==> src/design/windowed_two_opt_route_improver_core_assert.svh <==
// assertion macros used by the route improver controller
`ifndef WINDOWED_TWO_OPT_ROUTE_IMPROVER_CORE_ASSERT_SVH
`define WINDOWED_TWO_OPT_ROUTE_IMPROVER_CORE_ASSERT_SVH

`ifndef SYNTH
`define W2O_ASSERT_IMP(lbl, clk, rstn, ante, cons) \
    lbl: assert property (@(posedge clk) disable iff (!(rstn)) (ante) |-> (cons)) \
        else $error("w2o assertion failed");
`define W2O_ASSERT_NXT(lbl, clk, rstn, ante, cons) \
    lbl: assert property (@(posedge clk) disable iff (!(rstn)) (ante) |=> (cons)) \
        else $error("w2o assertion failed");
`else
`define W2O_ASSERT_IMP(lbl, clk, rstn, ante, cons)
`define W2O_ASSERT_NXT(lbl, clk, rstn, ante, cons)
`endif

`endif

==> src/design/w2o_pkg.sv <==
package w2o_pkg;

    localparam int MAX_NODES     = 64;
    localparam int MAX_ROUTE     = 64;
    localparam int DIST_BITS_DEF = 24;
    localparam int WINDOW_MIN    = 8;
    localparam int WINDOW_MAX    = 40;
    localparam int SMALL_ROUTE   = 16;
    localparam int WINDOW_DIV    = 40;
    localparam int MIN_LEN       = 4;

    localparam int NODE_W   = $clog2(MAX_NODES);
    localparam int POS_W    = $clog2(MAX_ROUTE);
    localparam int LEN_W    = POS_W + 1;
    localparam int IDF_W    = 6;
    localparam int DISTF_W  = 24;
    localparam int BUDGET_W = 20;
    localparam int PASS_W   = 4;
    localparam int CHECKS_W = BUDGET_W + 1;
    localparam int CFG_IDX_W  = 2;
    localparam int CFG_DATA_W = 20;

    localparam int CHECK_BUDGET_RST = 600000;
    localparam int MAX_PASSES_RST   = 4;

    // reciprocal for len / WINDOW_DIV, exact over the route length range
    localparam int WDIV_SHIFT = 13;
    localparam int WDIV_MUL   = (1 << WDIV_SHIFT) / WINDOW_DIV + 1;

    typedef enum logic [1:0] {
        REQ_DIST_WR  = 2'd0,
        REQ_ROUTE_WR = 2'd1,
        REQ_RUN      = 2'd2,
        REQ_ROUTE_RD = 2'd3
    } req_t;

    typedef enum logic [CFG_IDX_W-1:0] {
        CFG_RTD    = 2'd0,
        CFG_BUDGET = 2'd1,
        CFG_PASSES = 2'd2
    } cfg_idx_t;

    typedef enum logic [4:0] {
        S_IDLE,
        S_RD_DATA,
        S_RUN_INIT,
        S_PASS,
        S_ROW,
        S_ROW_A,
        S_ROW_B,
        S_ROW_C,
        S_CHECK,
        S_BD,
        S_AB,
        S_CD,
        S_EVAL,
        S_SW_RLO,
        S_SW_RHI,
        S_SW_WLO,
        S_SW_WHI,
        S_PASS_END,
        S_DONE
    } ctrl_state_t;

    typedef struct packed {
        logic                rtd;
        logic [BUDGET_W-1:0] budget;
        logic [PASS_W-1:0]   max_passes;
    } cfg_t;

    typedef struct packed {
        logic             we;
        logic             re;
        logic [POS_W-1:0] waddr;
        logic [POS_W-1:0] raddr;
        logic [IDF_W-1:0] wdata;
    } rt_port_t;

    typedef struct packed {
        logic                we;
        logic                re;
        logic [2*NODE_W-1:0] waddr;
        logic [2*NODE_W-1:0] raddr;
    } dist_ctl_t;

    function automatic logic [LEN_W-1:0] window_for(input logic [LEN_W-1:0] len);
        logic [LEN_W+WDIV_SHIFT-1:0] prod;
        logic [LEN_W-1:0]            q;
        logic [LEN_W-1:0]            w;
        prod = (LEN_W+WDIV_SHIFT)'(len) * (LEN_W+WDIV_SHIFT)'(WDIV_MUL);
        q    = LEN_W'(prod >> WDIV_SHIFT);
        if (len <= LEN_W'(SMALL_ROUTE)) begin
            w = len;
        end else if (q < LEN_W'(WINDOW_MIN)) begin
            w = LEN_W'(WINDOW_MIN);
        end else if (q > LEN_W'(WINDOW_MAX)) begin
            w = LEN_W'(WINDOW_MAX);
        end else begin
            w = q;
        end
        return w;
    endfunction

endpackage

==> src/design/w2o_route_mem.sv <==
module w2o_route_mem
    import w2o_pkg::*;
(
    input  logic             aclk,
    input  rt_port_t         port,
    output logic [IDF_W-1:0] rdata
);

    logic [IDF_W-1:0] mem [MAX_ROUTE];
    logic [IDF_W-1:0] rdata_reg;

    always_ff @(posedge aclk) begin
        if (port.we) begin
            mem[port.waddr] <= port.wdata;
        end
        if (port.re) begin
            rdata_reg <= mem[port.raddr];
        end
    end

    assign rdata = rdata_reg;

endmodule

==> config.mk <==
export PLATFORM = sky130hd
export DESIGN_NAME = w2o_route_mem
export DESIGN_NICKNAME = d
export VERILOG_FILES = /design/src/design/windowed_two_opt_route_improver_core_assert.svh /design/src/design/w2o_pkg.sv /design/src/design/w2o_route_mem.sv
export SDC_FILE = /design/constraint.sdc
export NUM_CORES = 1
export LEC_CHECK = 0
export BUFFER_PORTS_ARGS = -buffer_cell sky130_fd_sc_hd__buf_2
export CAP_MARGIN = 0
export CORE_MARGIN = 3
export CORE_UTILIZATION = 56
export CTS_BUF_LIST = sky130_fd_sc_hd__clkbuf_16
export CTS_CLUSTER_DIAMETER = 50
export DETAILED_ROUTE_END_ITERATION = 16
export PLACE_DENSITY_LB_ADDON = 0.25
export SYNTH_ARGS = -nofsm -noshare
export SYNTH_HDL_FRONTEND = slang
export SYNTH_SLANG_ARGS = --single-unit
==> constraint.sdc <==
create_clock -name aclk -period 1.9 [get_ports aclk]
set_input_delay 0.19 -clock aclk [delete_from_list [all_inputs] [get_ports aclk]]
set_output_delay 0.19 -clock aclk [all_outputs]
set_load 0.005 [all_outputs]
Yosys cells after proc, flatten, opt, wreduce, memory -nomap -nowiden
Memories as Yosys holds them, arrays and structs flattened. A register that Yosys moved wholly into a read port is not among the register bits.
Index checks and enable logic that the tools add are counted.
Cells by class
  shift-type cells: 0
  $add $sub $neg: 0
  div/mod/pow operators: 0
  reductions and logical operators: 0
  $lt $le $gt $ge: 0
  $mul: 0
  eq/ne operators: 0
  multiplexer cells: 2
  bitwise gates (word level): 0
Operators by type and width (count)
  $mux 1: 2
Storage, ports and cells
  output and inout bits: 6
  bits in read-only memories: 0
  bits in writable memories: 384
  latch bits: 0
  memories: 1
  register bits after elaboration: 0
  logic and storage cells: 3
Memories
  mem: depth 64, bits a word 6, rd ports 1, clocked after memory_dff 1, write ports 1, RTL line w2o_route_mem.sv:9  | logic [IDF_W-1:0] mem [MAX_ROUTE];

Longest topological paths before layout
Gate-level depths: netlist of the first run.
  depth after elaboration: 2
  depth in mapped cells: 7
  gate-level depth less buffers: 5

Worst setup path before layout of the first run
Ideal clock, no wire load.
  path type: in2reg
  from: input port[6] (netlist name)
  to: register rdata_reg[0], in the netlist rdata[0], read port of mem, data pin
  path slack: 0.025 ns
  arrival time: 1.619 ns
  setup time: 0.257 ns
  path buffers: 3
  stages on the path: 7
  path through: buf_6 > buf_6 > buf_4 > mux4_2 > o22ai_1 > o21ai_1 > a32o_1
RTL lines
  start, declared: RTL line w2o_route_mem.sv:5  | input rt_port_t port,
  end, declared: RTL line w2o_route_mem.sv:10  | logic [IDF_W-1:0] rdata_reg;

==> reports/qor.csv, run 1 <==
stage,metric,value,unit
cts,cts_tree,built,
worst_setup_path,cpLargestDelayFamily,multiplexers,
final_layout,fin_nets,901,
cts,numCtsBuffers,40,
worst_setup_path,required,2.17,ns
cts,worstSkewPairLatency,0.53,ns
worst_setup_path,crit_slowest_cell,mux4_2,
power_and_ir_drop,p_sw,3.641,mW
worst_setup_path,cp_cell_sequence,mux4_2 -> mux2_4 -> o21ai_4 -> a21oi_2 -> o22a_1,
placed_design,dp_hpwl,21160,µm
drt,totalWireLength,33030,µm
global_route,grt_max_degree,65,
synth,synth_ff_type,edfxtp_1,
synth,synth_edf_count,390,
synth,synth_nets,741,
synth,ys_seq_elements,390,
power_and_ir_drop,power,18.21,mW
synth,synth_warnings,0,
worst_setup_path,crit_type,flop to flop,
outcome,status,"finished, final reports clean",
timing,max_slew.worst_pin.slew,0.6768,ns
final_layout,fillers,1617,
cts,cts.sinks,390,
timing,fmax,533.9,MHz
drt,ant_nets,0,
synth,synth_area,15290,µm²
global_route,grt_antenna_before_repair,0,
worst_setup_path,crit_buf_inv,0,
synth,ys_async_sr_fraction,0,
drt,dr.pass1.iters,6,
timing,hold_viol_final,0,
global_route,grt_pass1_vias,8100,
final_layout,largest_reg_flops,384,
final_layout,areaGrowthSynthToFinish,18.64,%
cts,clk_pin_slew,0.06,ns
global_route,grt_pass1_wl,50390,µm
cts,root_buffer,clkbuf_16,
global_route,track_usage,0.2363,
timing,fin_crit_sh,0.9857,
placed_design,gp_congestion,0.8462,
final_layout,regArea,11710,µm²
timing,final.setup_skew,0.01478,ns
timing,rsz0062_at_grt,true,
die,rows,59,
die,core_region_area,26430,µm²
power_and_ir_drop,switching_share,0.2000,
drt,drt_iter0_drc,1007,
synth,synth.avg_cell_area,21.23,µm²
final_layout,fin_area,18130,µm²
drt,num_vias,7767,
run,drv_cap,0,
cts,clock_path_buffers,3,
global_route,overflow,0,
final_layout,multi_input_area,3381,µm²
die,die_w,171.2,µm
timing,finalWorstSetupSlack,0.02712,ns
cts,cts_setup_buffers,0,
die,die_h,171.2,µm
power_and_ir_drop,seq_power_share,0.525,
final_layout,most-common-layout-cells,"edfxtp_1 (390), buf_4 (114), mux4_2 (89)",
final_layout,diodes,0,
drt,drcViolationCount,0,
timing,min_period,1.873,ns
synth,ys_types,36,
placed_design,io_buffers,26,
die,die-area,29310,µm²
cts,htreeDepth,2,
drt,wl_per_cell,26.57,µm
power_and_ir_drop,p_comb_frac,0.056,
synth,yosysSeqAreaShare,0.7661,
worst_setup_path,end_kind,flop,
worst_setup_path,start_kind,flop,
power_and_ir_drop,irDropWorstVdd,0.0009670,V
drt,via_per_inst,6.249,
die,ios,27,
power_and_ir_drop,internal_power,14.57,mW
placed_design,place_area,16780,µm²
timing,setup_violations,0,
timing,relSlewSlack,0.5488,
placed_design,post-place-ws,-0.3408,ns
final_layout,drive_above_1_share,0.3513,
worst_setup_path,slowest_delay,0.48,ns
timing,maxSlewViolCount,0,
worst_setup_path,crit_fanout,1,
power_and_ir_drop,leakage,6.016,nW
timing,timing.setup.tns,0,ns
power_and_ir_drop,clock_power_share,0.419,
final_layout,layout_commonest_cell,edfxtp_1,
power_and_ir_drop,power_density,1004,nW/µm²
min_path,hold_class,input pin to flop,
worst_setup_path,cp.arrival,2.14,ns
die,start_util,0.5784,
synth,synthCells,720,
==> power by group through the flow <==
stage / logic [mW] / registers [mW] / clock network (mW)
floorplan: 0.514 / 9.74 / 0
global placement: 0.969 / 9.74 / 0
detailed placement: 0.998 / 9.74 / 0
CTS: 1.01 / 9.56 / 7.72
global route: 1.09 / 9.56 / 8.07
finish: 1.02 / 9.56 / 7.62
==> through the flow <==
step           hold WS [ns]  cells    util
5_1_grt              0.1742   1243  0.6862
3_3_place_gp         0.5157   1172  0.6350
4_1_cts              0.1686   1243  0.6848
3_5_place_dp         0.5218   1172  0.6350
2_1_floorplan        0.2889    720       -
6_report             0.1650   1243  0.6862
==> worst register-to-register path, stage by stage, from the launching register on <==
cell and delay, ns:
edfxtp_1 0.37, mux4_2 0.48, mux2_4 0.30, o21ai_4 0.18, a21oi_2 0.07, o22a_1 0.23
==> worst paths after layout <==
kind         slack (ns)         to       start  cells after the start
max                0.03   rdata[3]  mem[53][3]                      5
min                0.16  mem[8][4]     port[4]                      2
max reg2reg        0.03   rdata[3]  mem[53][3]                      5
min reg2reg        0.93   rdata[0]  mem[36][0]                      4
==> cells by family (layout without fill, tap and decap cells) <==
family / Yosys count / in the layout / synth area share
compound gates: 54 / 54 / 0.02587
buf+inv: 39 / 227 / 0.01645
flops: 390 / 390 / 0.7661
mux: 117 / 117 / 0.1549
simple gates: 120 / 120 / 0.03659
==> repair_timing <==
item | CTS | global route
pin swaps | 0 | 2
setup endpoints to repair | 5 | 5
cloned | 0 | 0
resized for setup | 5 | 10
hold buffers | 1 | 0
hold endpoints to repair | 6 | 0
==> routing by layer <==
layer / track usage / vias up / share of wire
met2: 0.3707 / 377 / 0.49
met3: 0.04206 / 61 / 0.083
met4: 0.07558 / 0 / 0.025
met1: 0.3481 / 3991 / 0.41
met5: 0 / - / 0
li1: - / 3338 / -
==> cells in the mapped netlist, types with 3 or more instances <==
| library cell | count | share of area |
|---|---|---|
| edfxtp_1 | 390 | 0.77 |
| mux4_2 | 87 | 0.13 |
| nor2_1 | 67 | 0.016 |
| clkbuf_1 | 16 | 0.0039 |
| mux2i_1 | 15 | 0.0098 |
| buf_2 | 13 | 0.0043 |
| o22ai_1 | 12 | 0.0049 |
| nand3_1 | 11 | 0.0036 |
| mux2_2 | 9 | 0.0066 |
| o221ai_1 | 9 | 0.0052 |
| nand2_1 | 8 | 0.0020 |
| nor2b_1 | 8 | 0.0033 |
| a211oi_1 | 6 | 0.0029 |
| a21oi_1 | 6 | 0.0020 |
| mux4_1 | 6 | 0.010 |
| o21ai_1 | 6 | 0.0020 |
| o22a_1 | 6 | 0.0034 |
| buf_6 | 5 | 0.0037 |
| nand2b_1 | 5 | 0.0020 |
| nor3_1 | 5 | 0.0016 |
| nand3b_1 | 4 | 0.0020 |
| a221oi_1 | 3 | 0.0017 |
| a32o_1 | 3 | 0.0020 |
==> area by class of cell <==
type | count | area share
tap | 335 | 0.02311
clock inverter | 29 | 0.01435
timing repair buffer | 157 | 0.07375
clock buffer | 41 | 0.05657
multi-input combinational | 291 | 0.1864
sequential | 390 | 0.6458
Power figures use the tool's default switching activity.
==> inputs of run 2 (changes only) <==
--- a/config.mk
+++ b/config.mk
@@ -13,6 +13,7 @@
 export CTS_CLUSTER_DIAMETER = 50
 export DETAILED_ROUTE_END_ITERATION = 16
 export PLACE_DENSITY_LB_ADDON = 0.25
+export RECOVER_POWER = 100
 export SYNTH_ARGS = -nofsm -noshare
 export SYNTH_HDL_FRONTEND = slang
 export SYNTH_SLANG_ARGS = --single-unit
==> run 2 against run 1 <==
Net effect:
- the run now ends with capacitance limit, slew limit, setup timing left
- global-route usage unchanged
- clock skew is 0.0040 ns higher
- sequential share of layout area rose by 1.4 points
- critical endpoint is now rdata[1]
- largest power group unchanged
==> reports/qor.csv, run 2 (same netlist as run 1, synthesis figures left out) <==
stage,metric,value,unit
power_and_ir_drop,leakage,5.645,nW
outcome,status,"finished, violations left",
power_and_ir_drop,clock_power_share,0.419,
global_route,grt_pass1_wl,50390,µm
global_route,overflow,0,
power_and_ir_drop,p_comb_frac,0.054,
drt,drcViolationCount,0,
global_route,grt_pass1_vias,8100,
timing,rsz0062_at_grt,true,
drt,drt_iter0_drc,953,
worst_setup_path,required,2.17,ns
die,die-area,29310,µm²
power_and_ir_drop,internal_power,14.54,mW
drt,ant_nets,0,
timing,fin_hold_ws,0.1951,ns
worst_setup_path,cp.arrival,2.17,ns
timing,fin_crit_sh,1.002,
timing,fmax,525.4,MHz
worst_setup_path,end_kind,flop,
timing,setup_violations,1,
placed_design,gp_congestion,0.8462,
cts,root_buffer,clkbuf_16,
drt,totalWireLength,33090,µm
timing,final.setup_skew,0.01874,ns
final_layout,drive_above_1_share,0.2544,
drt,num_vias,7854,
die,die_h,171.2,µm
final_layout,largest_reg_flops,384,
final_layout,diodes,0,
cts,numCtsBuffers,40,
cts,clk_pin_slew,0.06,ns
die,ios,27,
final_layout,areaGrowthSynthToFinish,16.19,%
outcome,violations,"capacitance limit, slew limit, setup timing",
cts,htreeDepth,2,
timing,min_period,1.903,ns
die,start_util,0.5784,
timing,maxSlewViolCount,29,
drt,wl_per_cell,26.62,µm
worst_setup_path,crit_type,flop to flop,
die,core_region_area,26430,µm²
timing,max_slew.worst_pin.slew,1.610,ns
drt,via_per_inst,6.319,
min_path,hold_class,input pin to flop,
final_layout,fin_nets,901,
placed_design,post-place-ws,-0.3408,ns
cts,worstSkewPairLatency,0.53,ns
global_route,grt_antenna_before_repair,0,
placed_design,dp_cells,1172,
final_layout,finalNonFillerCells,1243,
placed_design,io_buffers,26,
die,rows,59,
placed_design,dp_hpwl,21160,µm
global_route,track_usage,0.2363,
final_layout,fin_area,17760,µm²
final_layout,fin_util,0.6720,
power_and_ir_drop,power,18.18,mW
placed_design,place_area,16780,µm²
worst_setup_path,crit_fanout,1,
die,die_w,171.2,µm
drt,dr.pass1.iters,5,
final_layout,fillers,1720,
cts,cts_tree,built,
timing,hold_viol_final,0,
power_and_ir_drop,seq_power_share,0.527,
global_route,grt_max_degree,65,
power_and_ir_drop,switching_share,0.1999,
timing,finalWorstSetupSlack,-0.003179,ns
worst_setup_path,start_kind,flop,
run,drv_cap,1,
timing,timing.setup.tns,-0.003179,ns
cts,cts.sinks,390,
cts,clock_path_buffers,3,
final_layout,most-common-layout-cells,"edfxtp_1 (390), mux4_2 (89), clkbuf_1 (87)",
power_and_ir_drop,p_sw,3.634,mW
final_layout,layout_commonest_cell,edfxtp_1,
timing,relSlewSlack,-0.07333,
power_and_ir_drop,power_density,1023,nW/µm²
power_and_ir_drop,irDropWorstVdd,0.0009651,V
run 2: timing repair:
| item | CTS | global route |
|---|---|---|
| setup endpoints to repair | 5 | 5 |
| endpoints found under the hold margin | 6 | 0 |
| pin swaps | 0 | 2 |
| buffers inserted | 0 | 0 |
| gates resized for setup | 5 | 10 |
| hold buffers | 1 | 0 |
run 2: power groups by stage:
stage / logic, mW / clock network (mW) / registers, mW
2_1_floorplan: 0.514 / 0 / 9.74
3_3_place_gp: 0.969 / 0 / 9.74
3_5_place_dp: 0.998 / 0 / 9.74
4_1_cts: 1.01 / 7.72 / 9.56
5_1_grt: 1.05 / 8.07 / 9.57
6_report: 0.987 / 7.62 / 9.57
run 2: per-layer routing:
metal  GRT usage  wire [µm]
met1      0.3481      13450
met2      0.3707      16080
met3     0.04206       2765
met4     0.07558        787
met5           0          0
run 2: final cells by class:
type	count	area, µm²	share of cell area
clock buffer	41	1026	0.05777
clock inverter	29	260.3	0.01465
multi-input combinational	291	3381	0.1903
sequential	390	11710	0.6594
tap	335	419.2	0.02360
timing repair buffer	157	963.4	0.05424
run 2: path summary, 6_finish.rpt:
| check | endpoint | slack [ns] | cells after the start | start |
|---|---|---|---|---|
| worst min register to register | rdata[0] | 0.93 | 4 | mem[36][0] |
| worst max-delay path | rdata[1] | -0.003 | 5 | mem[52][1] |
| worst min-delay path | rdata[1] | 0.20 | 2 | port[11] |
| worst max register to register | rdata[1] | -0.003 | 5 | mem[52][1] |
run 2: critical path: stages, from the launching register on:
cell and delay, ns:
edfxtp_1 0.36, mux4_1 0.51, mux2_1 0.35, o21ai_4 0.16
a21oi_1 0.08, o22a_1 0.18
==> inputs of run 3 (changes only) <==
==> constraint.sdc (replaced) <==
create_clock -name aclk -period 1.9 [get_ports aclk]
set_input_delay 0.285 -clock aclk [delete_from_list [all_inputs] [get_ports aclk]]
set_output_delay 0.285 -clock aclk [all_outputs]
set_load 0.005 [all_outputs]
==> run 3 against run 2 <==
Net effect:
- the run now ends clean
- combinational power down 0.8%
- global-route usage down 0.63 points
- count of clock-buffer cells in the layout unchanged
- clock power down 5.2%
- die area unchanged
- largest cell class unchanged
- non-clock buffer count up 5
- sequential cell count unchanged
- highest routed layer unchanged
- via count down 0.55%
- register-to-register slack better by 0.02 ns
- wire length down 0.66%
- utilization down 0.24 points
- critical endpoint unchanged
==> reports/qor.csv, run 3 (same netlist as run 1, synthesis figures left out) <==
stage,metric,value,unit
placed_design,place_area,16810,µm²
global_route,track_usage,0.2300,
cts,cts_setup_buffers,0,
placed_design,io_buffers,26,
cts,clock_path_buffers,3,
final_layout,diodes,0,
worst_setup_path,cp.arrival,2.16,ns
cts,htreeDepth,2,
power_and_ir_drop,internal_power,14.14,mW
worst_setup_path,end_kind,flop,
power_and_ir_drop,power,17.78,mW
power_and_ir_drop,p_comb_frac,0.055,
worst_setup_path,slowest_delay,0.52,ns
worst_setup_path,cpLargestDelayFamily,compound AO/OA/AOI/OAI gates,
cts,numCtsBuffers,39,
timing,relSlewSlack,0.04469,
worst_setup_path,crit_buf_inv,0,
worst_setup_path,crit_type,flop to flop,
power_and_ir_drop,switching_share,0.2048,
placed_design,post-place-ws,-0.3422,ns
drt,drcViolationCount,0,
worst_setup_path,worst-path-stages,5,
worst_setup_path,crit_slowest_cell,mux4_2,
drt,wl_per_cell,26.34,µm
worst_setup_path,cp_cell_sequence,mux4_2 -> o22a_1 -> o221ai_1 -> nor3_2 -> o22a_1,
final_layout,fin_area,17700,µm²
cts,clk_pin_slew,0.06,ns
timing,final.setup_skew,0.01147,ns
run,drv_cap,0,
timing,setup_violations,0,
final_layout,areaGrowthSynthToFinish,15.78,%
drt,totalWireLength,32870,µm
global_route,overflow,0,
power_and_ir_drop,seq_power_share,0.539,
outcome,status,"finished, final reports clean",
worst_setup_path,reg2reg_depth,5,
timing,fmax,529.9,MHz
die,ios,27,
die,die_h,171.2,µm
final_layout,fin_util,0.6697,
die,die-area,29310,µm²
timing,rsz0062_at_grt,false,
placed_design,gp_congestion,0.8551,
min_path,min_path_cells,1,
drt,ant_nets,0,
global_route,grt_max_degree,65,
timing,finalWorstSetupSlack,0.01291,ns
worst_setup_path,crit_fanout,1,
placed_design,dp_hpwl,20820,µm
cts,ctsHoldBuffers,0,
power_and_ir_drop,leakage,5.626,nW
cts,root_buffer,clkbuf_16,
final_layout,multi_input_area,3342,µm²
final_layout,fillers,1757,
drt,dr.pass1.iters,5,
final_layout,largest_reg_flops,384,
drt,num_vias,7811,
cts,worstSkewPairLatency,0.52,ns
timing,max_slew.worst_pin.slew,1.433,ns
timing,fin_crit_sh,0.9932,
cts,cts_tree,built,
final_layout,most-common-layout-cells,"edfxtp_1 (390), mux4_2 (87), clkbuf_1 (81)",
min_path,hold_class,input pin to flop,
timing,timing.setup.tns,0,ns
global_route,grt_antenna_before_repair,0,
die,start_util,0.5784,
final_layout,regArea,11710,µm²
global_route,grt_pass1_wl,49360,µm
power_and_ir_drop,p_sw,3.640,mW
timing,min_period,1.887,ns
timing,maxSlewViolCount,0,
die,core_region_area,26430,µm²
global_route,grt_pass1_vias,8185,
final_layout,drive_above_1_share,0.2607,
final_layout,layout_commonest_cell,edfxtp_1,
final_layout,fin_nets,905,
die,die_w,171.2,µm
worst_setup_path,required,2.18,ns
worst_setup_path,start_kind,flop,
die,rows,59,
worst_setup_path,critical_path.most_common_cell,o22a_1,
power_and_ir_drop,power_density,1004,nW/µm²
power_and_ir_drop,irDropWorstVdd,0.0008668,V
drt,via_per_inst,6.259,
timing,hold_viol_final,0,
power_and_ir_drop,clock_power_share,0.406,
cts,cts.sinks,390,
drt,drt_iter0_drc,908,
==> run 3: cell count changes in the layout (fill, tap and decap cells not counted), moves of 5 or more <==
cell	delta
clkinv_1	+8
clkbuf_1	-6
buf_4	+8
inv_1	-8
clkinv_2	+5
==> run 3: worst paths after layout <==
| path | startpoint | to | slack [ns] |
|---|---|---|---|
| setup / recovery | mem[16][1] | rdata[1] | 0.01 |
| hold / removal | port[18] | rdata[0] | 0.20 |
| setup reg to reg | mem[16][1] | rdata[1] | 0.01 |
| hold reg to reg | mem[38][2] | rdata[2] | 0.92 |
==> run 3: layout make-up <==
type,instances,share of cell area
clock buffer,41,0.05797
timing repair buffer,162,0.05726
multi-input combinational,291,0.1888
clock inverter,29,0.01053
sequential,390,0.6617
tap,335,0.02368
==> run 3: routing by layer <==
metal  wire, µm  up-vias  GRT usage
met5          0        -          0
met4       1008        0    0.07838
met3       2667       81    0.05033
met2      15780      372     0.3605
met1      13410     4018     0.3291
li1           -     3340          -
==> run 3: power by group through the flow <==
stage	logic [mW]	registers, mW	clock network [mW]
after floorplan	0.527	9.74	0
after global placement	0.970	9.74	0
after detailed placement	1.00	9.75	0
after CTS	1.01	9.57	7.36
after global routing	1.04	9.58	7.69
final	0.979	9.58	7.22
==> run 3: per-stage QoR <==
step | cells | hold slack, ns
detailed placement | 1178 | 0.6327
finish | 1248 | 0.1996
floorplan | 720 | 0.3839
global route | 1248 | 0.1782
global placement | 1178 | 0.6292
CTS | 1248 | 0.08423
==> run 3: repair_timing <==
action                                  CTS  global route
endpoints found under the setup margin    1             3
pin swaps                                 1             0
resized for setup                         1             3
