--- src/design/windowed_two_opt_route_improver_core_assert.svh ---
// assertion macros used by the route improver controller
`ifndef WINDOWED_TWO_OPT_ROUTE_IMPROVER_CORE_ASSERT_SVH
`define WINDOWED_TWO_OPT_ROUTE_IMPROVER_CORE_ASSERT_SVH

`ifndef SYNTH
`define W2O_ASSERT_IMP(lbl, clk, rstn, ante, cons) \
    lbl: assert property (@(posedge clk) disable iff (!(rstn)) (ante) |-> (cons)) \
        else $error("w2o assertion failed");
`define W2O_ASSERT_NXT(lbl, clk, rstn, ante, cons) \
    lbl: assert property (@(posedge clk) disable iff (!(rstn)) (ante) |=> (cons)) \
        else $error("w2o assertion failed");
`else
`define W2O_ASSERT_IMP(lbl, clk, rstn, ante, cons)
`define W2O_ASSERT_NXT(lbl, clk, rstn, ante, cons)
`endif

`endif

--- src/design/w2o_pkg.sv ---
package w2o_pkg;

    localparam int MAX_NODES     = 64;
    localparam int MAX_ROUTE     = 64;
    localparam int DIST_BITS_DEF = 24;
    localparam int WINDOW_MIN    = 8;
    localparam int WINDOW_MAX    = 40;
    localparam int SMALL_ROUTE   = 16;
    localparam int WINDOW_DIV    = 40;
    localparam int MIN_LEN       = 4;

    localparam int NODE_W   = $clog2(MAX_NODES);
    localparam int POS_W    = $clog2(MAX_ROUTE);
    localparam int LEN_W    = POS_W + 1;
    localparam int IDF_W    = 6;
    localparam int DISTF_W  = 24;
    localparam int BUDGET_W = 20;
    localparam int PASS_W   = 4;
    localparam int CHECKS_W = BUDGET_W + 1;
    localparam int CFG_IDX_W  = 2;
    localparam int CFG_DATA_W = 20;

    localparam int CHECK_BUDGET_RST = 600000;
    localparam int MAX_PASSES_RST   = 4;

    // reciprocal for len / WINDOW_DIV, exact over the route length range
    localparam int WDIV_SHIFT = 13;
    localparam int WDIV_MUL   = (1 << WDIV_SHIFT) / WINDOW_DIV + 1;

    typedef enum logic [1:0] {
        REQ_DIST_WR  = 2'd0,
        REQ_ROUTE_WR = 2'd1,
        REQ_RUN      = 2'd2,
        REQ_ROUTE_RD = 2'd3
    } req_t;

    typedef enum logic [CFG_IDX_W-1:0] {
        CFG_RTD    = 2'd0,
        CFG_BUDGET = 2'd1,
        CFG_PASSES = 2'd2
    } cfg_idx_t;

    typedef enum logic [4:0] {
        S_IDLE,
        S_RD_DATA,
        S_RUN_INIT,
        S_PASS,
        S_ROW,
        S_ROW_A,
        S_ROW_B,
        S_ROW_C,
        S_CHECK,
        S_BD,
        S_AB,
        S_CD,
        S_EVAL,
        S_SW_RLO,
        S_SW_RHI,
        S_SW_WLO,
        S_SW_WHI,
        S_PASS_END,
        S_DONE
    } ctrl_state_t;

    typedef struct packed {
        logic                rtd;
        logic [BUDGET_W-1:0] budget;
        logic [PASS_W-1:0]   max_passes;
    } cfg_t;

    typedef struct packed {
        logic             we;
        logic             re;
        logic [POS_W-1:0] waddr;
        logic [POS_W-1:0] raddr;
        logic [IDF_W-1:0] wdata;
    } rt_port_t;

    typedef struct packed {
        logic                we;
        logic                re;
        logic [2*NODE_W-1:0] waddr;
        logic [2*NODE_W-1:0] raddr;
    } dist_ctl_t;

    function automatic logic [LEN_W-1:0] window_for(input logic [LEN_W-1:0] len);
        logic [LEN_W+WDIV_SHIFT-1:0] prod;
        logic [LEN_W-1:0]            q;
        logic [LEN_W-1:0]            w;
        prod = (LEN_W+WDIV_SHIFT)'(len) * (LEN_W+WDIV_SHIFT)'(WDIV_MUL);
        q    = LEN_W'(prod >> WDIV_SHIFT);
        if (len <= LEN_W'(SMALL_ROUTE)) begin
            w = len;
        end else if (q < LEN_W'(WINDOW_MIN)) begin
            w = LEN_W'(WINDOW_MIN);
        end else if (q > LEN_W'(WINDOW_MAX)) begin
            w = LEN_W'(WINDOW_MAX);
        end else begin
            w = q;
        end
        return w;
    endfunction

endpackage

--- src/design/w2o_ctrl.sv ---
`include "windowed_two_opt_route_improver_core_assert.svh"

module w2o_ctrl
    import w2o_pkg::*;
#(
    parameter int DIST_BITS = DIST_BITS_DEF
) (
    input  logic                 aclk,
    input  logic                 aresetn,
    input  cfg_t                 cfg,
    input  logic                 s_valid,
    output logic                 s_ready,
    input  logic [1:0]           s_req_type,
    input  logic [5:0]           s_from_node,
    input  logic [5:0]           s_to_node,
    input  logic [DISTF_W-1:0]   s_distance,
    input  logic [5:0]           s_route_pos,
    input  logic [IDF_W-1:0]     s_node_id,
    input  logic [6:0]           s_route_len,
    output logic                 m_valid,
    input  logic                 m_ready,
    output logic [IDF_W-1:0]     m_read_node,
    output logic                 m_improved,
    output logic [PASS_W-1:0]    m_passes_improved,
    output logic [CHECKS_W-1:0]  m_checks_used,
    output logic                 m_budget_hit,
    output rt_port_t             rt_port,
    input  logic [IDF_W-1:0]     rt_rdata,
    output dist_ctl_t            dist_ctl,
    output logic [DIST_BITS-1:0] dist_wdata,
    input  logic [DIST_BITS-1:0] dist_rdata
);

    localparam int ACC_W = DIST_BITS + 2;

    ctrl_state_t state_reg, state_next;

    logic [LEN_W-1:0]        len_reg, len_next;
    logic [LEN_W-1:0]        last_reg, last_next;
    logic [LEN_W-1:0]        win_reg, win_next;
    logic [LEN_W-1:0]        i_reg, i_next;
    logic [LEN_W-1:0]        k_reg, k_next;
    logic [LEN_W-1:0]        klim_reg, klim_next;
    logic [POS_W-1:0]        lo_reg, lo_next;
    logic [POS_W-1:0]        hi_reg, hi_next;
    logic [IDF_W-1:0]        a_reg, a_next;
    logic [IDF_W-1:0]        b_reg, b_next;
    logic [IDF_W-1:0]        c_reg, c_next;
    logic [IDF_W-1:0]        d_reg, d_next;
    logic [IDF_W-1:0]        tmp_reg, tmp_next;
    logic signed [ACC_W-1:0] acc_reg, acc_next;
    logic [CHECKS_W-1:0]     checks_reg, checks_next;
    logic [PASS_W-1:0]       passes_reg, passes_next;
    logic                    hit_reg, hit_next;
    logic [IDF_W-1:0]        node_reg, node_next;

    logic                    m_valid_reg, m_valid_next;
    logic [IDF_W-1:0]        m_node_reg, m_node_next;
    logic                    m_impr_reg, m_impr_next;
    logic [PASS_W-1:0]       m_passes_reg, m_passes_next;
    logic [CHECKS_W-1:0]     m_checks_reg, m_checks_next;
    logic                    m_hit_reg, m_hit_next;

    logic                    in_acc;
    logic                    pos_ok;
    logic [LEN_W-1:0]        len_sat;
    logic [LEN_W-1:0]        i_plus, k_plus, i_minus, last_m1, klim_new;
    logic [LEN_W:0]          win_sum;
    logic                    row_end, has_d, k_adv, over_budget, pass_more, short_run;
    logic                    out_free;
    logic [CHECKS_W-1:0]     checks_inc;
    logic signed [ACC_W-1:0] dist_ext, delta;

    assign in_acc   = s_valid && s_ready;
    assign s_ready  = (state_reg == S_IDLE);
    assign out_free = !m_valid_reg || m_ready;
    assign pos_ok   = (s_route_pos < MAX_ROUTE);
    assign len_sat  = (s_route_len > LEN_W'(MAX_ROUTE)) ? LEN_W'(MAX_ROUTE) : s_route_len;

    assign i_plus   = i_reg + LEN_W'(1);
    assign i_minus  = i_reg - LEN_W'(1);
    assign k_plus   = k_reg + LEN_W'(1);
    assign last_m1  = last_reg - LEN_W'(1);
    assign win_sum  = {1'b0, i_reg} + {1'b0, win_reg};
    assign klim_new = (win_sum > {1'b0, last_m1}) ? last_m1 : win_sum[LEN_W-1:0];
    assign row_end  = (i_plus >= last_reg);
    assign has_d    = (k_plus < len_reg);
    assign k_adv    = (k_plus <= klim_reg);

    assign checks_inc  = checks_reg + CHECKS_W'(1);
    assign over_budget = (checks_inc > {1'b0, cfg.budget});
    assign pass_more   = (({1'b0, passes_reg} + (PASS_W+1)'(1)) < {1'b0, cfg.max_passes});
    assign short_run   = (len_reg < LEN_W'(MIN_LEN)) || (cfg.max_passes == '0);

    assign dist_ext = $signed({2'b00, dist_rdata});
    assign delta    = acc_reg - dist_ext;

    // next state
    always_comb begin
        state_next = state_reg;
        case (state_reg)
            S_IDLE: begin
                if (in_acc) begin
                    case (s_req_type)
                        REQ_RUN:      state_next = S_RUN_INIT;
                        REQ_ROUTE_RD: state_next = pos_ok ? S_RD_DATA : S_DONE;
                        default:      state_next = S_DONE;
                    endcase
                end
            end
            S_RD_DATA:  state_next = S_DONE;
            S_RUN_INIT: state_next = short_run ? S_DONE : S_PASS;
            S_PASS:     state_next = S_ROW;
            S_ROW:      state_next = row_end ? S_DONE : S_ROW_A;
            S_ROW_A:    state_next = S_ROW_B;
            S_ROW_B:    state_next = S_ROW_C;
            S_ROW_C:    state_next = S_CHECK;
            S_CHECK: begin
                if (over_budget) begin
                    state_next = S_DONE;
                end else if (has_d) begin
                    state_next = S_BD;
                end else if (cfg.rtd) begin
                    state_next = k_adv ? S_CHECK : S_ROW;
                end else begin
                    state_next = S_AB;
                end
            end
            S_BD:       state_next = S_AB;
            S_AB:       state_next = has_d ? S_CD : S_EVAL;
            S_CD:       state_next = S_EVAL;
            S_EVAL: begin
                if (delta < 0) begin
                    state_next = S_SW_RLO;
                end else begin
                    state_next = k_adv ? S_CHECK : S_ROW;
                end
            end
            S_SW_RLO:   state_next = (lo_reg < hi_reg) ? S_SW_RHI : S_PASS_END;
            S_SW_RHI:   state_next = S_SW_WLO;
            S_SW_WLO:   state_next = S_SW_WHI;
            S_SW_WHI:   state_next = S_SW_RLO;
            S_PASS_END: state_next = pass_more ? S_PASS : S_DONE;
            S_DONE:     state_next = out_free ? S_IDLE : S_DONE;
            default:    state_next = S_IDLE;
        endcase
    end

    // datapath and memory ports
    always_comb begin
        len_next    = len_reg;
        last_next   = last_reg;
        win_next    = win_reg;
        i_next      = i_reg;
        k_next      = k_reg;
        klim_next   = klim_reg;
        lo_next     = lo_reg;
        hi_next     = hi_reg;
        a_next      = a_reg;
        b_next      = b_reg;
        c_next      = c_reg;
        d_next      = d_reg;
        tmp_next    = tmp_reg;
        acc_next    = acc_reg;
        checks_next = checks_reg;
        passes_next = passes_reg;
        hit_next    = hit_reg;
        node_next   = node_reg;

        m_valid_next  = m_valid_reg && !m_ready;
        m_node_next   = m_node_reg;
        m_impr_next   = m_impr_reg;
        m_passes_next = m_passes_reg;
        m_checks_next = m_checks_reg;
        m_hit_next    = m_hit_reg;

        rt_port       = '0;
        dist_ctl      = '0;
        dist_wdata    = DIST_BITS'(s_distance);
        dist_ctl.waddr = {s_from_node[NODE_W-1:0], s_to_node[NODE_W-1:0]};
        rt_port.waddr  = s_route_pos[POS_W-1:0];
        rt_port.wdata  = s_node_id;
        rt_port.raddr  = s_route_pos[POS_W-1:0];

        case (state_reg)
            S_IDLE: begin
                if (in_acc) begin
                    checks_next = '0;
                    passes_next = '0;
                    hit_next    = 1'b0;
                    node_next   = '0;
                    len_next    = len_sat;
                    case (s_req_type)
                        REQ_DIST_WR:  dist_ctl.we = 1'b1;
                        REQ_ROUTE_WR: rt_port.we = pos_ok;
                        REQ_ROUTE_RD: rt_port.re = pos_ok;
                        default: ;
                    endcase
                end
            end
            S_RD_DATA: node_next = rt_rdata;
            S_RUN_INIT: begin
                last_next = cfg.rtd ? (len_reg - LEN_W'(1)) : len_reg;
                win_next  = window_for(len_reg);
            end
            S_PASS: i_next = LEN_W'(1);
            S_ROW: begin
                klim_next     = klim_new;
                k_next        = i_plus;
                rt_port.re    = !row_end;
                rt_port.raddr = i_minus[POS_W-1:0];
            end
            S_ROW_A: begin
                a_next        = rt_rdata;
                rt_port.re    = 1'b1;
                rt_port.raddr = i_reg[POS_W-1:0];
            end
            S_ROW_B: begin
                b_next        = rt_rdata;
                rt_port.re    = 1'b1;
                rt_port.raddr = k_reg[POS_W-1:0];
            end
            S_ROW_C: c_next = rt_rdata;
            S_CHECK: begin
                checks_next    = checks_inc;
                acc_next       = '0;
                dist_ctl.raddr = {a_reg[NODE_W-1:0], c_reg[NODE_W-1:0]};
                rt_port.raddr  = k_plus[POS_W-1:0];
                if (over_budget) begin
                    hit_next = 1'b1;
                end else if (has_d) begin
                    rt_port.re  = 1'b1;
                    dist_ctl.re = 1'b1;
                end else if (cfg.rtd) begin
                    // depot tail: nothing to evaluate, move on
                    if (k_adv) begin
                        k_next = k_plus;
                        c_next = d_reg;
                    end else begin
                        i_next = i_plus;
                    end
                end else begin
                    dist_ctl.re = 1'b1;
                end
            end
            S_BD: begin
                d_next         = rt_rdata;
                acc_next       = acc_reg + dist_ext;
                dist_ctl.re    = 1'b1;
                dist_ctl.raddr = {b_reg[NODE_W-1:0], rt_rdata[NODE_W-1:0]};
            end
            S_AB: begin
                acc_next       = acc_reg + dist_ext;
                dist_ctl.re    = 1'b1;
                dist_ctl.raddr = {a_reg[NODE_W-1:0], b_reg[NODE_W-1:0]};
            end
            S_CD: begin
                acc_next       = acc_reg - dist_ext;
                dist_ctl.re    = 1'b1;
                dist_ctl.raddr = {c_reg[NODE_W-1:0], d_reg[NODE_W-1:0]};
            end
            S_EVAL: begin
                if (delta < 0) begin
                    lo_next = i_reg[POS_W-1:0];
                    hi_next = k_reg[POS_W-1:0];
                end else if (k_adv) begin
                    k_next = k_plus;
                    c_next = d_reg;
                end else begin
                    i_next = i_plus;
                end
            end
            S_SW_RLO: begin
                rt_port.re    = (lo_reg < hi_reg);
                rt_port.raddr = lo_reg;
            end
            S_SW_RHI: begin
                tmp_next      = rt_rdata;
                rt_port.re    = 1'b1;
                rt_port.raddr = hi_reg;
            end
            S_SW_WLO: begin
                rt_port.we    = 1'b1;
                rt_port.waddr = lo_reg;
                rt_port.wdata = rt_rdata;
            end
            S_SW_WHI: begin
                rt_port.we    = 1'b1;
                rt_port.waddr = hi_reg;
                rt_port.wdata = tmp_reg;
                lo_next       = lo_reg + POS_W'(1);
                hi_next       = hi_reg - POS_W'(1);
            end
            S_PASS_END: passes_next = passes_reg + PASS_W'(1);
            S_DONE: begin
                if (out_free) begin
                    m_valid_next  = 1'b1;
                    m_node_next   = node_reg;
                    m_impr_next   = (passes_reg != '0);
                    m_passes_next = passes_reg;
                    m_checks_next = checks_reg;
                    m_hit_next    = hit_reg;
                end
            end
            default: ;
        endcase
    end

    always_ff @(posedge aclk) begin
        if (!aresetn) begin
            state_reg   <= S_IDLE;
            m_valid_reg <= 1'b0;
            checks_reg  <= '0;
            passes_reg  <= '0;
        end else begin
            state_reg   <= state_next;
            m_valid_reg <= m_valid_next;
            checks_reg  <= checks_next;
            passes_reg  <= passes_next;
        end
    end

    always_ff @(posedge aclk) begin
        len_reg      <= len_next;
        last_reg     <= last_next;
        win_reg      <= win_next;
        i_reg        <= i_next;
        k_reg        <= k_next;
        klim_reg     <= klim_next;
        lo_reg       <= lo_next;
        hi_reg       <= hi_next;
        a_reg        <= a_next;
        b_reg        <= b_next;
        c_reg        <= c_next;
        d_reg        <= d_next;
        tmp_reg      <= tmp_next;
        acc_reg      <= acc_next;
        hit_reg      <= hit_next;
        node_reg     <= node_next;
        m_node_reg   <= m_node_next;
        m_impr_reg   <= m_impr_next;
        m_passes_reg <= m_passes_next;
        m_checks_reg <= m_checks_next;
        m_hit_reg    <= m_hit_next;
    end

    assign m_valid           = m_valid_reg;
    assign m_read_node       = m_node_reg;
    assign m_improved        = m_impr_reg;
    assign m_passes_improved = m_passes_reg;
    assign m_checks_used     = m_checks_reg;
    assign m_budget_hit      = m_hit_reg;

    // a check that went on to the distance reads stayed within budget
    `W2O_ASSERT_IMP(a_budget_ok, aclk, aresetn, state_reg == S_BD,
        checks_reg <= {1'b0, cfg.budget})
    // reversal swaps only while the ends have not crossed
    `W2O_ASSERT_IMP(a_swap_order, aclk, aresetn, state_reg == S_SW_RHI, lo_reg < hi_reg)
    `W2O_ASSERT_IMP(a_k_range, aclk, aresetn, state_reg == S_CHECK,
        (k_reg > i_reg) && (k_reg <= klim_reg))
    // one item at a time
    `W2O_ASSERT_NXT(a_one_item, aclk, aresetn, in_acc, !s_ready)
    // a finished result never overwrites one still waiting
    `W2O_ASSERT_NXT(a_no_overwrite, aclk, aresetn,
        (state_reg == S_DONE) && m_valid_reg && !m_ready, state_reg == S_DONE)

endmodule

--- config.mk ---
export PLATFORM = sky130hd
export DESIGN_NAME = w2o_ctrl
export DESIGN_NICKNAME = d
export VERILOG_FILES = /design/src/design/w2o_pkg.sv /design/src/design/w2o_ctrl.sv
export VERILOG_INCLUDE_DIRS = /design/src /design/src/design
export SDC_FILE = /design/constraint.sdc
export NUM_CORES = 1
export LEC_CHECK = 0
export BUFFER_PORTS_ARGS = -buffer_cell sky130_fd_sc_hd__buf_2
export CAP_MARGIN = 20
export CORE_MARGIN = 2
export CORE_UTILIZATION = 40
export DETAILED_ROUTE_END_ITERATION = 10
export SYNTH_ARGS = -nofsm -noshare
export SYNTH_HDL_FRONTEND = slang
export SYNTH_SLANG_ARGS = --single-unit
export TNS_END_PERCENT = 1
--- constraint.sdc ---
create_clock -name aclk -period 3.96 [get_ports aclk]
set_clock_uncertainty 0.05 [all_clocks]
set_input_delay 0.792 -clock aclk [delete_from_list [all_inputs] [get_ports aclk]]
set_output_delay 0.792 -clock aclk [all_outputs]
set_load 0.01 [all_outputs]
== Word level (Yosys, flattened, before mapping) ==
Cells that the tools add are included.

* Register bits after elaboration: 181
* Logic and storage cells: 184
* Output and inout bits: 105
* Bits of input ports: 116

* Multiply operators: 1
* Add/sub/neg operators: 13
* Multiplexer cells: 71
* $lt $le $gt $ge: 13
* Reductions and logical operators: 33
* Equality and inequality tests: 28

{| class="wikitable"
|+ Operators with widths
! cell !! count
|-
| 7-bit 2-to-1 mux || 14
|-
| 5-bit case mux with 19 select lines || 1
|-
| 26-bit case mux with 3 select lines || 1
|-
| 6-bit case mux with 2 select lines || 5
|-
| 6-bit 2-to-1 mux || 9
|-
| 12-bit case mux with 4 select lines || 1
|-
| 21-bit case mux with 2 select lines || 1
|-
| 7-bit case mux with 3 select lines || 2
|-
| 5-bit by 4-bit == test with 1-bit output, second input constant || 8
|-
| 6-bit case mux with 6 select lines || 1
|-
| 5-bit 2-to-1 mux || 7
|-
| 26-bit by 25-bit adder with 26-bit output || 1
|-
| 26-bit by 1-bit < comparator with 1-bit output, second input constant || 1
|-
| 26-bit by 25-bit subtractor with 26-bit output || 1
|-
| 21-bit by 1-bit adder with 21-bit output, second input constant || 1
|-
| 21-bit by 20-bit > comparator with 1-bit output || 1
|-
| 21-bit 2-to-1 mux || 1
|-
| 5-bit by 3-bit == test with 1-bit output, second input constant || 4
|-
| 4-bit 2-to-1 mux || 5
|-
| 6-bit case mux with 3 select lines || 1
|-
| 5-bit == test, second input constant || 3
|-
| 7-bit by 8-bit multiplier with 15-bit output, second input constant || 1
|-
| 5-bit AND reduction || 3
|-
| 7-bit by 1-bit adder with 7-bit output, second input constant || 2
|-
| 43 further kinds || 84
|}

== Logic depth before layout (Yosys ltp) ==
* Word-level depth: 7
* Gate-level depth with buffers: 16
* Depth with buffers taken out: 16

== Worst setup path after synthesis ==
Ideal clock, no wire load.

* Path type: register to register
* From: reg checks_reg[4]
* To: reg i_reg[0] (enable)
* Arrival: 3.504 ns
* Required time: 3.530 ns
* Cell stages (with the launch flop): 16
* Setup time: 0.380 ns
* Path slack: 0.026 ns
* Buffers on the path: 0
* Clock period less this slack: 3.934 ns
* Cells stage by stage: dfxtp_1 and4_1 nand3_1 nor2_1 nand3_1 nor2_1 nand3_1 xnor2_1 ha_1 nand3_1 or2_2 nor4_1 o21ai_1 nor3_1 o21ai_1 nor3_1

* Cells in the longest elaborated chain, start to end: 4

{| class="wikitable"
|+ RTL lines
! item !! RTL line !! text
|-
| from (decl) || w2o_ctrl.sv:52 || <nowiki>logic [CHECKS_W-1:0] checks_reg, checks_next;</nowiki>
|-
| from (signal assigned) || w2o_ctrl.sv:318 || <nowiki>checks_reg <= checks_next;</nowiki>
|-
| 21-bit by 1-bit adder with 21-bit output || w2o_ctrl.sv:90 || <nowiki>assign checks_inc = checks_reg + CHECKS_W'(1);</nowiki>
|-
| 21-bit by 20-bit > comparator with 1-bit output || w2o_ctrl.sv:91 || <nowiki>assign over_budget = (checks_inc > {1'b0, cfg.budget});</nowiki>
|-
| 2-bit inequality test (no source line) || - ||
|-
| 5-bit AND reduction (no source line) || - ||
|-
| to (signal assigned) || w2o_ctrl.sv:327 || <nowiki>i_reg <= i_next;</nowiki>
|-
| to (decl) || w2o_ctrl.sv:41 || <nowiki>logic [LEN_W-1:0] i_reg, i_next;</nowiki>
|}

Every way passes these cells.
A chain may end at the register's enable or synchronous reset.

==> impl_metrics.tcl <==
set metrics [dict create \
    synth_ff_type "edfxtp_1" \
    ys_seq_area_share_pct 38.75 \
    maxCapViolCount 0 \
    irDropWorstVdd_mv 0.3665 \
    synthCells 1462 \
    placementRows 66 \
    end_kind "output pin" \
    viasPerCell 5.490 \
    dp_hpwl_mm 28.51 \
    synth_edf_count 150 \
    arrival_ns 3.46 \
    cts_root_buf "clkbuf_16" \
    r2r_cells 19 \
    synthToLayoutAreaGrowth_pct 19.77 \
    power_density_nw_per_um2 518.8 \
    routed_wl_mm 38.11 \
    post-place-ws_ns -0.4401 \
    start_util_pct 40.65 \
    leakage_nw 6.825 \
    drtIter0Drc 1096 \
    cts_buffers 17 \
    path_class "reg -> out" \
    grt_first_pass_wirelength_mm 60.10 \
    core-area_um2 32540 \
    worst_slack_ns -0.3450 \
    crit_fanout 3 \
    ant_nets 0 \
    fmax_mhz 232.3 \
    synthesis.area_um2 13230 \
    largest_reg_flops 26 \
    clockBufferDepth 2 \
    portBuffers 148 \
    die_w_um 185.8 \
    yosysUniqueCellTypes 86 \
    grt_max_degree 34 \
    dp_cells 2075 \
    p_clk_share_pct 21.0 \
    hold_viol 0 \
    sw_frac_of_total_pct 41.16 \
    clk_latency_ns 0.46 \
    synthArstFlopShare_pct 0 \
    instances_no_fill 2121 \
    finalNetCount 1904 \
    grt_usage_pct 22.38 \
    intPower_mw 4.836 \
    start_kind "flip-flop" \
    gp_congestion 0.8941 \
    antenna_found_initial 2 \
    hp-class "reg -> reg" \
    yosys_warnings 0 \
    min_delay_path_depth 0 \
    ys_ff_latch 181 \
    wl_per_cell_um 17.97 \
    drc 0 \
    fillers 3110 \
    via_count 11640 \
    drtPass1Iterations 6 \
    relSlewSlack_pct 37.16 \
    num_io_pins 221 \
    setup_viol 2 \
    grt_pass1_vias 11420 \
    period_needed_ns 4.305 \
    drive_gt1_share_pct 22.48 \
    power_frac_seq_pct 34.0 \
    fin_crit_sh_pct 108.7 \
    status "finished, violations left" \
    syn_area_per_cell_um2 9.047 \
    r2r_slack_ns 0.03 \
    cts_tree "built" \
    overflow 0 \
    rsz0062_at_grt "yes" \
    worst_ep_required_time_ns 3.12 \
    htreeDepth 4 \
    hold_ws_ns 0.3679 \
    die_h_um 185.8 \
    ctsHoldBuffers 0 \
    violations "setup timing" \
    cts.sinks 181 \
    clk_pin_slew_ns 0.08 \
    tightest_slew_ns 0.9328 \
    dieArea_um2 34540 \
    combPwrFrac_pct 45.0 \
    p_sw_mw 3.383 \
    maxSlewViolCount 0 \
]
cells by family after synthesis:
| logic type | synth area share [%] |
|---|---|
| compound gates | 19.88 |
| xor+xnor | 4.304 |
| fa+ha+maj | 11.90 |
| buf+inv | 7.379 |
| flops | 38.75 |
| mux | 1.220 |
| other cells | 0.02835 |
| simple gates | 16.54 |
final timing paths:
path	end	startpoint
setup / recovery	rt_port[18]	checks_reg[1]
hold / removal	m_read_node[5]	node_reg[5]
setup reg to reg	c_reg[4]	checks_reg[1]
hold reg to reg	m_read_node[5]	node_reg[5]
final cells by class:
class	count	area [um^2]	share of cell area [%]
Timing Repair Buffer	283	1782	11.25
Clock inverter	14	157.7	0.9952
Sequential cell	181	5135	32.41
Inverter	115	431.7	2.725
Tap cell	442	553.0	3.491
Antenna cell	2	5.005	0.03159
Clock buffer	18	429.2	2.709
Multi-Input combinational cell	1066	7348	46.39
cell usage after synthesis (5+ instances only):
cell type    n  area [um^2]
a211oi_1    20        150.1
and2_1      12        75.07
nor3_1      30        150.1
xor2_1      26        227.7
a21o_1      26        195.2
edfxtp_1   150         4504
nand3_1     52        260.3
nor2b_1     24        150.1
o31ai_1      5        37.54
a221oi_1    18        157.7
or3_1        5        31.28
nand2b_1    16        100.1
o21ai_0     49        245.2
or2_2        5        31.28
a22oi_1     25        187.7
buf_4       37        277.8
clkbuf_1    50        187.7
xnor2_1     39        341.6
nand4_1     10        62.56
a2111oi_0    6        52.55
o21ai_1      8        40.04
nor2_1     128        480.5
o21a_1       7        52.55
ha_1       121         1514
and4_1       6        52.55
a21oi_1    110        550.5
o22a_1       7        61.31
and3_1      10        62.56
o21bai_1    15        112.6
buf_2        9        45.04
inv_1      111        416.7
a31oi_1     13        81.33
o211ai_1     9        67.56
nand2_1    162        608.1
mux2i_1     15        150.1
a21boi_0    17        127.6
dfxtp_1     31        620.6
repair_timing:
action                                  4_1_cts  5_1_grt
resized for setup                            44        7
gates cloned                                  0        0
setup buffers                                10        1
pin swaps                                    35        2
endpoints found under the setup margin       23       23
power by group through the flow:
stage	Combinational (mW)	Sequential, mW	Clock, mW
final	3.70	2.80	1.72
after global routing	4.11	2.84	1.82
after CTS	3.65	2.79	1.76
after detailed placement	3.61	2.83	0
after global placement	3.53	2.83	0
after floorplan	2.47	2.73	0
cell usage in the layout (no fill, tap or decap), types with 7 or more instances in the layout:
cell type	Yosys	layout
a211oi_1	20	20
a21boi_0	17	17
a21o_1	26	26
a21oi_1	110	107
a221oi_1	18	18
a22oi_1	25	25
a31oi_1	13	12
and2_1	12	12
and3_1	10	9
buf_2	9	148
buf_4	37	130
clkbuf_16	0	17
dfxtp_1	31	25
edfxtp_1	150	150
ha_1	121	118
inv_1	111	111
mux2i_1	15	15
nand2_1	162	160
nand2b_1	16	16
nand3_1	52	47
nand4_1	10	10
nor2_1	128	122
nor2b_1	24	24
nor3_1	30	26
o211ai_1	9	9
o21a_1	7	7
o21ai_0	49	49
o21ai_1	8	7
o21bai_1	15	15
o22a_1	7	7
xnor2_1	39	37
xor2_1	26	26
per-stage QoR:
step	instance area, um^2	utilization (%)	power (mW)	TNS, ns
after floorplan	13230	-	5.193	0
after global placement	14930	45.88	6.352	-2.645
after detailed placement	14930	45.88	6.441	-5.621
after CTS	15780	48.49	8.197	-0.4451
after global routing	15840	48.69	8.771	-1.726
final	15840	48.69	8.219	-0.6452
per-layer routing:
metal	share of wire [%]	GRT usage [%]	vias up	routed length, um
li1	-	-	5632	-
met1	45	29.88	5569	17170
met2	47	36.46	395	17760
met3	6.3	4.011	48	2400
met4	2.0	7.748	0	777
met5	0	0	-	0
worst max-delay path: stages, from the launching register on:
cell and delay (ns):
dfxtp_2 0.37, ha_4 0.16, nand3_4 0.08, nor3_4 0.20
nand3_1 0.12, xnor2_1 0.18, ha_1 0.35, and4_1 0.23
nand2_1 0.08, a311o_1 0.32, a31oi_4 0.19, a2111oi_4 0.05
o21ai_2 0.24, nor2_1 0.10, nand2_1 0.07, o211ai_1 0.11
buf_2 0.17
No activity file was read; power rests on OpenSTA's default activity.
